**config.mk**
```make
export PLATFORM = sky130hd
export DESIGN_NAME = clock_phase_delay_register_core_flat
export DESIGN_NICKNAME = d
export VERILOG_FILES = /design/src/hw/rtl/cpdr_pkg.sv /design/src/hw/rtl/cpdr_in_if.sv /design/src/hw/rtl/cpdr_out_if.sv /design/src/hw/rtl/clock_phase_delay_register_core.sv /design/src/hw/rtl/cpdr_shift_mul.sv /design/src/hw/rtl/cpdr_shift_div.sv /design/src/flat_wrapper.sv
export VERILOG_INCLUDE_DIRS = /design/src /design/src/hw/rtl
export SDC_FILE = /design/constraint.sdc
export NUM_CORES = 1
export LEC_CHECK = 0
export BUFFER_PORTS_ARGS = -buffer_cell sky130_fd_sc_hd__clkbuf_2
export CORE_MARGIN = 3
export CORE_UTILIZATION = 40
export DETAILED_ROUTE_END_ITERATION = 12
export REMOVE_ABC_BUFFERS = 1
export SLEW_MARGIN = 0
export SYNTH_ARGS = -nofsm -noshare
export SYNTH_HDL_FRONTEND = slang
export SYNTH_SLANG_ARGS = --single-unit
```
**constraint.sdc**
```tcl
create_clock -name clk -period 8.4 [get_ports clk]
set_input_delay 1.68 -clock clk [delete_from_list [all_inputs] [get_ports clk]]
set_output_delay 1.68 -clock clk [all_outputs]
set_load 0.03 [all_outputs]
```
**src/hw/rtl/clock_phase_delay_register_core_assert.svh**
```systemverilog
// ----------------------------------------------------------------------------
// Assertion macros for the clock phase delay register core
// Short forms for the concurrent checks at the end of the top level.
// ----------------------------------------------------------------------------
`ifndef CLOCK_PHASE_DELAY_REGISTER_CORE_ASSERT_SVH
`define CLOCK_PHASE_DELAY_REGISTER_CORE_ASSERT_SVH

// The consequent must hold in the same cycle as the antecedent.
`define CPDR_ASSERT_IMP(lbl, clk_s, rst_s, ante, cons, msg) \
  lbl: assert property (@(posedge clk_s) disable iff (rst_s) (ante) |-> (cons)) \
    else $error(msg);

// The consequent must hold in the cycle after the antecedent.
`define CPDR_ASSERT_NXT(lbl, clk_s, rst_s, ante, cons, msg) \
  lbl: assert property (@(posedge clk_s) disable iff (rst_s) (ante) |=> (cons)) \
    else $error(msg);

// The expression must never be true.
`define CPDR_ASSERT_NEVER(lbl, clk_s, rst_s, expr, msg) \
  lbl: assert property (@(posedge clk_s) disable iff (rst_s) !(expr)) \
    else $error(msg);

`endif

```
**src/hw/rtl/cpdr_pkg.sv**
```systemverilog
// ----------------------------------------------------------------------------
// cpdr_pkg
// Widths, constants and control types shared by the phase delay register core.
// ----------------------------------------------------------------------------
`default_nettype none

package cpdr_pkg;

  // Field widths of the items and the configuration register.
  localparam int CMD_W   = 1;
  localparam int IDX_W   = 2;
  localparam int RATE_W  = 29;
  localparam int PHASE_W = 9;
  localparam int CTRL_W  = 12;
  localparam int DPS_W   = 7;
  localparam int COUNT_W = 8;

  // Default size of the register bank.
  localparam int NUM_PHASE_REGS_DEF = 4;

  // Saturation limit of the fine delay count.
  localparam int DELAY_COUNT_MAX = 255;

  // Reset value of the element delay in picoseconds.
  localparam logic [DPS_W-1:0] DPS_RESET = 7'd52;

  // Commands.
  localparam logic [CMD_W-1:0] CMD_SET = 1'b0;
  localparam logic [CMD_W-1:0] CMD_GET = 1'b1;

  // Datapath of the serial arithmetic units.
  localparam int DW      = 54;
  localparam int MPW     = 9;
  localparam int QW      = 13;
  localparam int STEP_W  = 4;
  localparam int DEG_W   = 14;

  localparam logic [STEP_W-1:0] MUL_STEPS     = 4'd9;
  localparam logic [STEP_W-1:0] SET_DIV_STEPS = 4'd9;
  localparam logic [STEP_W-1:0] GET_DIV_STEPS = 4'd13;
  localparam int SET_DIV_SHIFT = 8;
  localparam int GET_DIV_SHIFT = 12;

  // Conditional subtractions of 360 shifted by 4 down to 0.
  localparam logic [2:0] MOD_TOP = 3'd4;

  // Arithmetic constants.
  localparam logic [DW-1:0] PS_PER_SECOND = 54'd1000000000000;
  localparam logic [DW-1:0] PS_HALF       = 54'd500000000000;
  localparam int FULL_TURN   = 360;
  localparam int QUARTER_DEG = 90;

  // Start and length of one run of a serial unit.
  typedef struct packed {
    logic              start;
    logic [STEP_W-1:0] steps;
  } unit_ctl_t;

  // Status of a serial unit; done pulses for one cycle with the result valid.
  typedef struct packed {
    logic busy;
    logic done;
  } unit_sts_t;

endpackage

`default_nettype wire

```
**src/hw/rtl/cpdr_in_if.sv**
```systemverilog
// ----------------------------------------------------------------------------
// cpdr_in_if
// Request channel: valid/ready handshake with the command item payload.
// ----------------------------------------------------------------------------
`default_nettype none

interface cpdr_in_if;
  logic                         valid;
  logic                         ready;
  logic [cpdr_pkg::CMD_W-1:0]   command;
  logic [cpdr_pkg::IDX_W-1:0]   register_index;
  logic [cpdr_pkg::RATE_W-1:0]  rate_hz;
  logic [cpdr_pkg::PHASE_W-1:0] phase_in_degrees;

  modport source (
    output valid, command, register_index, rate_hz, phase_in_degrees,
    input  ready
  );

  modport sink (
    input  valid, command, register_index, rate_hz, phase_in_degrees,
    output ready
  );
endinterface

`default_nettype wire

```
**src/hw/rtl/cpdr_out_if.sv**
```systemverilog
// ----------------------------------------------------------------------------
// cpdr_out_if
// Response channel: valid/ready handshake with the result item payload.
// ----------------------------------------------------------------------------
`default_nettype none

interface cpdr_out_if;
  logic                         valid;
  logic                         ready;
  logic [cpdr_pkg::PHASE_W-1:0] phase_out_degrees;
  logic [cpdr_pkg::CTRL_W-1:0]  control_value;
  logic                         rate_was_zero;

  modport source (
    output valid, phase_out_degrees, control_value, rate_was_zero,
    input  ready
  );

  modport sink (
    input  valid, phase_out_degrees, control_value, rate_was_zero,
    output ready
  );
endinterface

`default_nettype wire

```
**src/hw/rtl/clock_phase_delay_register_core.sv**
```systemverilog
// ----------------------------------------------------------------------------
// clock_phase_delay_register_core
// Bank of clock phase control registers with set and get of a phase in degrees.
// ----------------------------------------------------------------------------
// Usage:
//   req carries one command item: set stores a phase, get reads it back.
//   rsp returns exactly one result item per request item, in order.
//   cfg_wr_en with cfg_wr_data writes the element delay in picoseconds; write
//   it only while no item is in flight.
// Sequencing:
//   A zero rate or an index outside the bank goes straight to the finish
//   state, which loads the output register. Otherwise three 9-step shift-add
//   multiplications run on one serial multiplier, then a restoring divider
//   produces one quotient bit a cycle (9 bits for set, 13 for get), and a get
//   ends with 5 reduction steps modulo 360. One item is worked on at a time;
//   the next is accepted only after the result has entered the output
//   register.
// Reset and stall:
//   Reset clears all registers of the bank and sets the element delay to 52.
//   When rsp stalls, a finished result waits in the sequencer until the
//   output register is free; req stays not ready meanwhile.
// ----------------------------------------------------------------------------
`default_nettype none

`include "clock_phase_delay_register_core_assert.svh"

module clock_phase_delay_register_core #(
  parameter int NUM_PHASE_REGS = cpdr_pkg::NUM_PHASE_REGS_DEF
) (
  input  wire                          clk,
  input  wire                          rst,
  input  wire                          cfg_wr_en,
  input  wire  [cpdr_pkg::DPS_W-1:0]   cfg_wr_data,
  cpdr_in_if.sink                      req,
  cpdr_out_if.source                   rsp
);

  localparam int AW = (NUM_PHASE_REGS > 1) ? $clog2(NUM_PHASE_REGS) : 1;
  localparam int XW = AW + cpdr_pkg::IDX_W;

  typedef enum logic [2:0] {
    S_IDLE,
    S_MUL_R,
    S_MUL_D,
    S_MUL_N,
    S_DIV,
    S_MOD,
    S_FINISH
  } state_t;

  state_t state;

  // Configuration and register bank.
  logic [cpdr_pkg::DPS_W-1:0]  dps;
  logic [cpdr_pkg::CTRL_W-1:0] bank [NUM_PHASE_REGS];

  // Item context and intermediate results.
  logic [cpdr_pkg::CMD_W-1:0]   cmd_r;
  logic [AW-1:0]                addr_r;
  logic [1:0]                   quarter_r;
  logic [6:0]                   rem_r;
  logic [cpdr_pkg::CTRL_W-1:0]  reg_r;
  logic [cpdr_pkg::DW-1:0]      unit_r;
  logic                         unit_zero_r;
  logic [cpdr_pkg::DEG_W-1:0]   deg_r;
  logic [2:0]                   mod_k;
  logic [cpdr_pkg::PHASE_W-1:0] res_phase;
  logic [cpdr_pkg::CTRL_W-1:0]  res_ctrl;
  logic                         res_zero;
  logic                         wr_en_r;

  // Output register.
  logic                         out_valid_r;
  logic [cpdr_pkg::PHASE_W-1:0] out_phase_r;
  logic [cpdr_pkg::CTRL_W-1:0]  out_ctrl_r;
  logic                         out_zero_r;

  // Serial units.
  cpdr_pkg::unit_ctl_t          mul_ctl;
  cpdr_pkg::unit_sts_t          mul_sts;
  logic [cpdr_pkg::DW-1:0]      mul_mcand;
  logic [cpdr_pkg::MPW-1:0]     mul_mplier;
  logic [cpdr_pkg::DW-1:0]      mul_addend;
  logic [cpdr_pkg::DW-1:0]      mul_prod;
  cpdr_pkg::unit_ctl_t          div_ctl;
  cpdr_pkg::unit_sts_t          div_sts;
  logic [cpdr_pkg::DW-1:0]      div_num;
  logic [cpdr_pkg::DW-1:0]      div_den;
  logic [cpdr_pkg::QW-1:0]      div_quo;

  // Request decode.
  logic                         in_acc;
  logic [XW-1:0]                idx_ext;
  logic                         idx_ok;
  logic [AW-1:0]                idx_addr;
  logic [cpdr_pkg::CTRL_W-1:0]  rd_val;
  logic                         rate_zero;
  logic                         go;
  logic [2:0]                   q_full;
  logic [cpdr_pkg::PHASE_W-1:0] q_base;
  logic [6:0]                   rem_c;

  // Result shaping.
  logic [cpdr_pkg::COUNT_W-1:0] set_cnt;
  logic [cpdr_pkg::CTRL_W-1:0]  set_val;
  logic [cpdr_pkg::PHASE_W-1:0] q90;
  logic [cpdr_pkg::DEG_W-1:0]   deg_init;
  logic [cpdr_pkg::DEG_W-1:0]   mod_lim;
  logic [cpdr_pkg::DEG_W-1:0]   deg_step;
  logic                         finish_load;

  // Handshakes.
  assign req.ready   = (state == S_IDLE);
  assign in_acc      = req.valid && req.ready;
  assign finish_load = (state == S_FINISH) && (!out_valid_r || rsp.ready);

  assign rsp.valid             = out_valid_r;
  assign rsp.phase_out_degrees = out_phase_r;
  assign rsp.control_value     = out_ctrl_r;
  assign rsp.rate_was_zero     = out_zero_r;

  // Bank addressing: an index at or beyond the bank size reads as zero.
  assign idx_ext   = {AW'(0), req.register_index};
  assign idx_ok    = (idx_ext < XW'(NUM_PHASE_REGS));
  assign idx_addr  = idx_ext[AW-1:0];
  assign rd_val    = idx_ok ? bank[idx_addr] : '0;
  assign rate_zero = (req.rate_hz == '0);
  assign go        = !rate_zero && idx_ok;

  // Split the requested phase into a quarter count and a remainder.
  always_comb begin
    priority if (req.phase_in_degrees >= 9'd450) begin
      q_full = 3'd5;
    end else if (req.phase_in_degrees >= 9'd360) begin
      q_full = 3'd4;
    end else if (req.phase_in_degrees >= 9'd270) begin
      q_full = 3'd3;
    end else if (req.phase_in_degrees >= 9'd180) begin
      q_full = 3'd2;
    end else if (req.phase_in_degrees >= 9'd90) begin
      q_full = 3'd1;
    end else begin
      q_full = 3'd0;
    end
  end

  assign q_base = cpdr_pkg::PHASE_W'(q_full * cpdr_pkg::QUARTER_DEG);
  assign rem_c  = 7'(req.phase_in_degrees - q_base);

  // Set result: saturated count, enable when nonzero, quarter in bits 2:1.
  always_comb begin
    if (unit_zero_r) begin
      set_cnt = (rem_r != '0) ? cpdr_pkg::COUNT_W'(cpdr_pkg::DELAY_COUNT_MAX) : '0;
    end else if (div_quo > cpdr_pkg::QW'(cpdr_pkg::DELAY_COUNT_MAX)) begin
      set_cnt = cpdr_pkg::COUNT_W'(cpdr_pkg::DELAY_COUNT_MAX);
    end else begin
      set_cnt = div_quo[cpdr_pkg::COUNT_W-1:0];
    end
  end

  assign set_val = {(set_cnt != '0), set_cnt, quarter_r, 1'b0};

  // Get result: quarter degrees plus rounded fine degrees, then modulo 360.
  assign q90      = cpdr_pkg::PHASE_W'(reg_r[2:1] * cpdr_pkg::QUARTER_DEG);
  assign deg_init = cpdr_pkg::DEG_W'(q90) + cpdr_pkg::DEG_W'(div_quo);
  assign mod_lim  = cpdr_pkg::DEG_W'(cpdr_pkg::FULL_TURN) << mod_k;
  assign deg_step = (deg_r >= mod_lim) ? (deg_r - mod_lim) : deg_r;

  // Operand selection and start pulses for the serial units.
  always_comb begin
    mul_ctl       = '0;
    mul_ctl.steps = cpdr_pkg::MUL_STEPS;
    mul_mcand     = '0;
    mul_mplier    = '0;
    mul_addend    = '0;
    div_ctl       = '0;
    div_num       = mul_prod;
    div_den       = '0;
    unique case (state)
      S_IDLE: begin
        // Rate times 360.
        mul_ctl.start = in_acc && go;
        mul_mcand     = cpdr_pkg::DW'(req.rate_hz);
        mul_mplier    = cpdr_pkg::MPW'(cpdr_pkg::FULL_TURN);
      end
      S_MUL_R: begin
        // Times the element delay gives the conversion unit.
        mul_ctl.start = mul_sts.done;
        mul_mcand     = mul_prod;
        mul_mplier    = cpdr_pkg::MPW'(dps);
      end
      S_MUL_D: begin
        mul_ctl.start = mul_sts.done;
        if (cmd_r == cpdr_pkg::CMD_SET) begin
          // Picoseconds of the remainder plus half a unit for rounding.
          mul_mcand  = cpdr_pkg::PS_PER_SECOND;
          mul_mplier = cpdr_pkg::MPW'(rem_r);
          mul_addend = mul_prod >> 1;
        end else begin
          // Count times unit plus half a second for rounding.
          mul_mcand  = mul_prod;
          mul_mplier = reg_r[11] ? cpdr_pkg::MPW'(reg_r[10:3]) : '0;
          mul_addend = cpdr_pkg::PS_HALF;
        end
      end
      S_MUL_N: begin
        div_ctl.start = mul_sts.done;
        if (cmd_r == cpdr_pkg::CMD_SET) begin
          div_ctl.steps = cpdr_pkg::SET_DIV_STEPS;
          div_den       = unit_r << cpdr_pkg::SET_DIV_SHIFT;
        end else begin
          div_ctl.steps = cpdr_pkg::GET_DIV_STEPS;
          div_den       = cpdr_pkg::PS_PER_SECOND << cpdr_pkg::GET_DIV_SHIFT;
        end
      end
      default: begin
      end
    endcase
  end

  cpdr_shift_mul u_mul (
    .clk     (clk),
    .rst     (rst),
    .ctl     (mul_ctl),
    .mcand   (mul_mcand),
    .mplier  (mul_mplier),
    .addend  (mul_addend),
    .sts     (mul_sts),
    .product (mul_prod)
  );

  cpdr_shift_div u_div (
    .clk (clk),
    .rst (rst),
    .ctl (div_ctl),
    .num (div_num),
    .den (div_den),
    .sts (div_sts),
    .quo (div_quo)
  );

  // Element delay configuration register.
  always_ff @(posedge clk) begin
    if (rst) begin
      dps <= cpdr_pkg::DPS_RESET;
    end else if (cfg_wr_en) begin
      dps <= cfg_wr_data;
    end
  end

  // Register bank, written when a set result moves to the output register.
  always_ff @(posedge clk) begin
    if (rst) begin
      for (int i = 0; i < NUM_PHASE_REGS; i++) begin
        bank[i] <= '0;
      end
    end else if (finish_load && wr_en_r) begin
      bank[addr_r] <= res_ctrl;
    end
  end

  // Sequencer with the output register.
  always_ff @(posedge clk) begin
    if (rst) begin
      state       <= S_IDLE;
      out_valid_r <= 1'b0;
      wr_en_r     <= 1'b0;
    end else begin
      if (rsp.valid && rsp.ready) begin
        out_valid_r <= 1'b0;
      end
      unique case (state)
        S_IDLE: begin
          if (in_acc) begin
            cmd_r     <= req.command;
            addr_r    <= idx_addr;
            quarter_r <= q_full[1:0];
            rem_r     <= rem_c;
            reg_r     <= rd_val;
            res_phase <= '0;
            res_ctrl  <= rd_val;
            res_zero  <= rate_zero;
            wr_en_r   <= 1'b0;
            state     <= go ? S_MUL_R : S_FINISH;
          end
        end
        S_MUL_R: begin
          if (mul_sts.done) begin
            state <= S_MUL_D;
          end
        end
        S_MUL_D: begin
          if (mul_sts.done) begin
            unit_r      <= mul_prod;
            unit_zero_r <= (mul_prod == '0);
            state       <= S_MUL_N;
          end
        end
        S_MUL_N: begin
          if (mul_sts.done) begin
            state <= S_DIV;
          end
        end
        S_DIV: begin
          if (div_sts.done) begin
            if (cmd_r == cpdr_pkg::CMD_SET) begin
              res_ctrl <= set_val;
              wr_en_r  <= 1'b1;
              state    <= S_FINISH;
            end else begin
              deg_r <= deg_init;
              mod_k <= cpdr_pkg::MOD_TOP;
              state <= S_MOD;
            end
          end
        end
        S_MOD: begin
          deg_r <= deg_step;
          if (mod_k == '0) begin
            res_phase <= deg_step[cpdr_pkg::PHASE_W-1:0];
            state     <= S_FINISH;
          end else begin
            mod_k <= mod_k - 1'b1;
          end
        end
        S_FINISH: begin
          if (finish_load) begin
            out_valid_r <= 1'b1;
            out_phase_r <= res_phase;
            out_ctrl_r  <= res_ctrl;
            out_zero_r  <= res_zero;
            wr_en_r     <= 1'b0;
            state       <= S_IDLE;
          end
        end
        default: begin
          state <= S_IDLE;
        end
      endcase
    end
  end

  // An accepted item always occupies the sequencer in the next cycle.
  `CPDR_ASSERT_NXT(a_busy_after_accept, clk, rst, in_acc, state != S_IDLE,
                   "sequencer idle right after an accepted item")

  // The multiplier and the divider never run at the same time.
  `CPDR_ASSERT_NEVER(a_units_exclusive, clk, rst, mul_sts.busy && div_sts.busy,
                     "multiplier and divider busy together")

  // A stored delay count never exceeds the saturation limit.
  `CPDR_ASSERT_IMP(a_count_saturated, clk, rst, (state == S_FINISH) && wr_en_r,
                   res_ctrl[10:3] <= cpdr_pkg::COUNT_W'(cpdr_pkg::DELAY_COUNT_MAX),
                   "set result delay count above the limit")

  // The modulo reduction keeps the phase below 360 shifted by mod_k plus one.
  `CPDR_ASSERT_IMP(a_mod_bound, clk, rst, state == S_MOD,
                   {1'b0, deg_r} < (15'(cpdr_pkg::FULL_TURN) << (mod_k + 3'd1)),
                   "phase reduction out of range")

endmodule

`default_nettype wire

```
**src/hw/rtl/cpdr_shift_mul.sv**
```systemverilog
// ----------------------------------------------------------------------------
// cpdr_shift_mul
// Bit-serial shift-add multiplier with a preloaded addend, one bit per cycle.
// ----------------------------------------------------------------------------
`default_nettype none

module cpdr_shift_mul (
  input  wire                             clk,
  input  wire                             rst,
  input  wire  cpdr_pkg::unit_ctl_t       ctl,
  input  wire  [cpdr_pkg::DW-1:0]         mcand,
  input  wire  [cpdr_pkg::MPW-1:0]        mplier,
  input  wire  [cpdr_pkg::DW-1:0]         addend,
  output cpdr_pkg::unit_sts_t             sts,
  output logic [cpdr_pkg::DW-1:0]         product
);

  logic [cpdr_pkg::DW-1:0]     mc;
  logic [cpdr_pkg::MPW-1:0]    mp;
  logic [cpdr_pkg::STEP_W-1:0] cnt;

  // Control: busy for the given number of steps, then a one-cycle done.
  always_ff @(posedge clk) begin
    if (rst) begin
      sts <= '0;
      cnt <= '0;
    end else begin
      sts.done <= 1'b0;
      if (ctl.start) begin
        sts.busy <= 1'b1;
        cnt      <= ctl.steps;
      end else if (sts.busy) begin
        cnt <= cnt - 1'b1;
        if (cnt == cpdr_pkg::STEP_W'(1)) begin
          sts.busy <= 1'b0;
          sts.done <= 1'b1;
        end
      end
    end
  end

  // Datapath: add the shifted multiplicand for each set multiplier bit.
  always_ff @(posedge clk) begin
    if (ctl.start) begin
      product <= addend;
      mc      <= mcand;
      mp      <= mplier;
    end else if (sts.busy) begin
      if (mp[0]) begin
        product <= product + mc;
      end
      mc <= mc << 1;
      mp <= mp >> 1;
    end
  end

endmodule

`default_nettype wire

```
**src/hw/rtl/cpdr_shift_div.sv**
```systemverilog
// ----------------------------------------------------------------------------
// cpdr_shift_div
// Restoring divider, one quotient bit per cycle, divisor given pre-shifted.
// ----------------------------------------------------------------------------
`default_nettype none

module cpdr_shift_div (
  input  wire                             clk,
  input  wire                             rst,
  input  wire  cpdr_pkg::unit_ctl_t       ctl,
  input  wire  [cpdr_pkg::DW-1:0]         num,
  input  wire  [cpdr_pkg::DW-1:0]         den,
  output cpdr_pkg::unit_sts_t             sts,
  output logic [cpdr_pkg::QW-1:0]         quo
);

  logic [cpdr_pkg::DW-1:0]     rem;
  logic [cpdr_pkg::DW-1:0]     dsh;
  logic [cpdr_pkg::STEP_W-1:0] cnt;
  logic                        ge;

  assign ge = (rem >= dsh);

  // Control: busy for the given number of quotient bits.
  always_ff @(posedge clk) begin
    if (rst) begin
      sts <= '0;
      cnt <= '0;
    end else begin
      sts.done <= 1'b0;
      if (ctl.start) begin
        sts.busy <= 1'b1;
        cnt      <= ctl.steps;
      end else if (sts.busy) begin
        cnt <= cnt - 1'b1;
        if (cnt == cpdr_pkg::STEP_W'(1)) begin
          sts.busy <= 1'b0;
          sts.done <= 1'b1;
        end
      end
    end
  end

  // Datapath: compare, subtract, and shift in one quotient bit.
  always_ff @(posedge clk) begin
    if (ctl.start) begin
      rem <= num;
      dsh <= den;
      quo <= '0;
    end else if (sts.busy) begin
      if (ge) begin
        rem <= rem - dsh;
      end
      quo <= {quo[cpdr_pkg::QW-2:0], ge};
      dsh <= dsh >> 1;
    end
  end

endmodule

`default_nettype wire

```
**src/flat_wrapper.sv**
```systemverilog
// flat-port wrapper written by rule: the top's interface ports become plain ports
module clock_phase_delay_register_core_flat 
#(
  parameter int NUM_PHASE_REGS = cpdr_pkg::NUM_PHASE_REGS_DEF
)
  (clk, rst, cfg_wr_en, cfg_wr_data, req_valid, req_command, req_register_index, req_rate_hz, req_phase_in_degrees, req_ready, rsp_valid, rsp_phase_out_degrees, rsp_control_value, rsp_rate_was_zero, rsp_ready);
  cpdr_in_if req_i ();
  cpdr_out_if rsp_i ();
  input  wire clk;
  input  wire rst;
  input  wire cfg_wr_en;
  input  wire  [cpdr_pkg::DPS_W-1:0] cfg_wr_data;
  input wire logic [$bits(req_i.valid)-1:0] req_valid;
  input wire logic [$bits(req_i.command)-1:0] req_command;
  input wire logic [$bits(req_i.register_index)-1:0] req_register_index;
  input wire logic [$bits(req_i.rate_hz)-1:0] req_rate_hz;
  input wire logic [$bits(req_i.phase_in_degrees)-1:0] req_phase_in_degrees;
  output wire logic [$bits(req_i.ready)-1:0] req_ready;
  output wire logic [$bits(rsp_i.valid)-1:0] rsp_valid;
  output wire logic [$bits(rsp_i.phase_out_degrees)-1:0] rsp_phase_out_degrees;
  output wire logic [$bits(rsp_i.control_value)-1:0] rsp_control_value;
  output wire logic [$bits(rsp_i.rate_was_zero)-1:0] rsp_rate_was_zero;
  input wire logic [$bits(rsp_i.ready)-1:0] rsp_ready;
  assign req_i.valid = req_valid;
  assign req_i.command = req_command;
  assign req_i.register_index = req_register_index;
  assign req_i.rate_hz = req_rate_hz;
  assign req_i.phase_in_degrees = req_phase_in_degrees;
  assign req_ready = req_i.ready;
  assign rsp_valid = rsp_i.valid;
  assign rsp_phase_out_degrees = rsp_i.phase_out_degrees;
  assign rsp_control_value = rsp_i.control_value;
  assign rsp_rate_was_zero = rsp_i.rate_was_zero;
  assign rsp_i.ready = rsp_ready;
  clock_phase_delay_register_core #(.NUM_PHASE_REGS(NUM_PHASE_REGS)) u_core (.clk(clk), .rst(rst), .cfg_wr_en(cfg_wr_en), .cfg_wr_data(cfg_wr_data), .req(req_i), .rsp(rsp_i));
endmodule
```
==> metrics.csv <==
stage,metric,value,unit
timing,Final Hold Fails,0,
floorplan,Top Ports,77,
global_route,largest net degree at the start of global routing,90,
setup_path,critical path's most frequent cell,buf_4,
synthesis,post-synthesis xor/xnor area fraction,4.24,%
pwr,pwr dens,325,mW/mm²
synthesis,fraction of registers with async set/reset,0,%
floorplan,Core ar.,0.0632,mm²
floorplan,Die Ht,259,µm
floorplan,die area,0.0672,mm²
routing,vias after detailed routing,19600,
global_route,met1 Use GR,27.5,%
placement,input/output buffers,76,
setup_path,CP arrival,4810,ps
routing,DRT antenna net count,0,
clock_network,Post-CTS Setup Bufs,0,
routing,DR pass1 iterations,6,
timing,final setup fails,0,
floorplan,die span in x,259,µm
setup_path,CP max FO,69,
clock_network,htree depth,2,
global_route,initial antenna violation count,3,
pwr,combinational share of power,36.6,%
timing,setup repair after global routing missed its margin,no,
synthesis,syn_area_per_cell,10.1,µm²
setup_path,crit path cell chain,clkbuf_2 > nor4_1 > nand4_1 > nor2_1 > nor2_2 > buf_4 > a21oi_4 > buf_4 > nand2_2 > buf_4,
synthesis,Syn Std Cell Area,0.0256,mm²
setup_path,Setup CP Type,in2reg,
timing,Slew HR,24.7,%
synthesis,#FFs+latches synth,441,
setup_path,FF-to-FF path depth,11,
pwr,sequential share of power,39.1,%
timing,worst slew pin tran,1130,ps
setup_path,worst r2r src,u_core.u_div.dsh[11]$_DFFE_PP_,
routing,final WL,69100,µm
timing,Setup TNS,0,ps
cells_and_area,utilization after layout,45.1,%
placement,Placer Congestion,0.920,
synthesis,Cells after Synth,2539,
setup_path,CP Data Required Time,8650,ps
timing,fin. max-slew vios,0,
timing,final hold slack,419,ps
status,status,finished clean,
setup_path,FF-to-FF setup slack,3890,ps
synthesis,simple-gate area share of the yosys netlist,15.0,%
clock_network,CTS tree,yes,
routing,post-DR wirelength/cell,20.1,µm
synthesis,synth warn,0,
global_route,global-route usage over all layers,20.4,%
synthesis,post-synthesis sequential area ratio,50.2,%
clock_network,"CTS clk-pin slew, worst paths",60,ps
pwr,leak pwr,11.0,nW
setup_path,crit path from,req_rate_hz[22],
global_route,GR peak layer,met2,
synthesis,largest family of logic cells by synthesized area,compound AO/OA/AOI/OAI gates,
synthesis,Synth Area in Compound Gates,16.9,%
synthesis,"EDFF count, synth",404,
synthesis,Synth cell types,71,
pwr,Sw Ratio,38.7,%
timing,Tcrit/Tclk final,54.3,%
cells_and_area,synthesis-to-layout area growth,11.1,%
setup_path,startpoint types,primary input,
setup_path,Critical Path End Type,flop,
timing,clk_skew,31.8,ps
min_path,hold crit path type,reg2reg,
timing,min Tclk post-route,4560,ps
run,Max Cap Violations,0,
pwr,VDD IR-drop max,0.193,mV
global_route,grt met2 use,33.5,%
clock_network,post-cts sizing count,0,
global_route,number of global-route vias before repair,19700,
pwr,Pwr Total,9.27,mW
routing,initial DRC count,1402,
synthesis,mux share of post-synthesis cell area,2.20,%
clock_network,CTS hold repair buffers,0,
setup_path,"slowest stage delay, CP",790,ps
cells_and_area,ANT cells,0,
routing,vias per cell,5.70,
synthesis,Synth Area in Adders,7.66,%
cells_and_area,"most common cell after layout, fill and taps aside",edfxtp_1,
setup_path,crit path capture,u_core.u_mul.product[49]$_DFFE_PP_,
global_route,GR Overflow Total,0,
synthesis,dominant synthesized flop cell,edfxtp_1,
global_route,GR Layer Usage met3,3.09,%
cells_and_area,"Net count, final",2760,
clock_network,CTS Buffer Depth,3,
clock_network,CTS sink count,441,
global_route,first-pass GRT wire length,110000,µm
setup_path,slowest CP cell,nor4_1,
clock_network,root buf cell,clkbuf_16,
pwr,Net Sw Power,3.58,mW
setup_path,FF-to-FF End,u_core.u_div.rem[1]$_DFFE_PP_,
floorplan,starting density of the core,40.6,%
floorplan,num rows,92,
cells_and_area,most frequent cells in the layout,"edfxtp_1, nand2_1, o21ai_0, a21oi_1, nor2_1",
pwr,Clock Power Share,24.3,%
clock_network,Worst-Skew Late Latency,610,ps
placement,DP HPWL,48000,µm
timing,fmax,0.219,GHz
clock_network,cts bufs inserted,49,
cells_and_area,ratio of cells with drive above 1 in the final layout,8.45,%
pwr,Internal,5.69,mW
routing,DRC errors left,0,
[area by class of cell]
| class | count | area, µm² |
|---|---|---|
| clock buffers | 56 | 1250 |
| clock inverters | 35 | 409 |
| fillers | 5954 | 34700 |
| inverters | 123 | 462 |
| multi-input cells | 1837 | 11900 |
| flip-flops and latches | 441 | 12900 |
| well taps | 846 | 1060 |
| repair buffers | 101 | 568 |
[flip-flops by register name (all words and copies together), names as in the netlist, 11 cells and up]
register and count:
u_core.res_ctrl 12, u_core.deg_r 14, u_core.bank 48, u_core.u_mul.product 54, u_core.rsp.control_value 12, u_core.unit_r 46, u_core.u_div.quo 13, u_core.u_mul.mc 54
u_core.u_div.rem 54, u_core.reg_r 11, u_core.u_div.dsh 54
[layer usage]
metal	vias to the layer above	part of all wire [%]
met5	-	0.051
met4	6	3.4
met3	125	5.5
met2	524	46
met1	9528	45
li1	9413	-
[worst min-delay path by stage]
stage	start	end	slack [ps]	cells past startpoint
floorplan	u_core.res_phase[0]$_SDFFCE_PN0P_	u_core.rsp.phase_out_degrees[0]$_DFFE_PP_	400	0
global placement	u_core.res_phase[8]$_SDFFCE_PN0P_	u_core.rsp.phase_out_degrees[8]$_DFFE_PP_	410	0
detailed placement	u_core.res_phase[8]$_SDFFCE_PN0P_	u_core.rsp.phase_out_degrees[8]$_DFFE_PP_	410	0
CTS	u_core.res_phase[8]$_SDFFCE_PN0P_	u_core.rsp.phase_out_degrees[8]$_DFFE_PP_	420	0
global route	u_core.res_phase[4]$_SDFFCE_PN0P_	u_core.rsp.phase_out_degrees[4]$_DFFE_PP_	430	0
finish	u_core.res_phase[3]$_SDFFCE_PN0P_	u_core.rsp.phase_out_degrees[3]$_DFFE_PP_	420	0
[stage by stage]
| step | worst slack (ps) | std cells | instance area (µm²) |
|---|---|---|---|
| final | 3840 | 3439 | 28500 |
| after floorplan | 601 | 2401 | 25100 |
| after global placement | 3070 | 3348 | 26800 |
| after global routing | 3580 | 3439 | 28500 |
| after detailed placement | 3130 | 3348 | 26800 |
| after CTS | 3750 | 3439 | 28500 |
[power by group through the flow]
stage          sequential [mW]  combinational, mW  clock (mW)
4_1_cts                   3.61               3.37        2.30
3_5_place_dp              3.65               3.35           0
3_3_place_gp              3.65               3.29           0
5_1_grt                   3.65               3.79        2.39
6_report                  3.63               3.40        2.25
2_1_floorplan             3.34               2.53           0
[cell usage after synthesis, drive strengths merged, types with 37 or more instances]
library cell    n  area [µm²]
nand3         107         536
xor2           49         429
a21o           61         458
o21ai         237        1190
nand2         270        1010
nor2          173         649
dfxtp          37         741
xnor2          75         657
and2           64         400
a21oi         205        1030
clkbuf        126         473
edfxtp        404       12100
inv           122         458
ha            149        1860
[cells by family (layout without fill, tap and decap cells)]
| logic type | after synthesis | count (layout) |
|---|---|---|
| simple gates | 810 | 810 |
| compound gates | 708 | 708 |
| flops | 441 | 441 |
| buf+inv | 261 | 315 |
| fa+ha+maj | 154 | 154 |
| xor+xnor | 124 | 124 |
| mux | 41 | 41 |
[critical path: cells and delay by family]
family                 cells  cell delay (ps)
and+or+nand+nor            5             1540
buffers and inverters      4             1370
AOI/OAI and AO/OA          1              160
(Power assumes the default switching activity.)
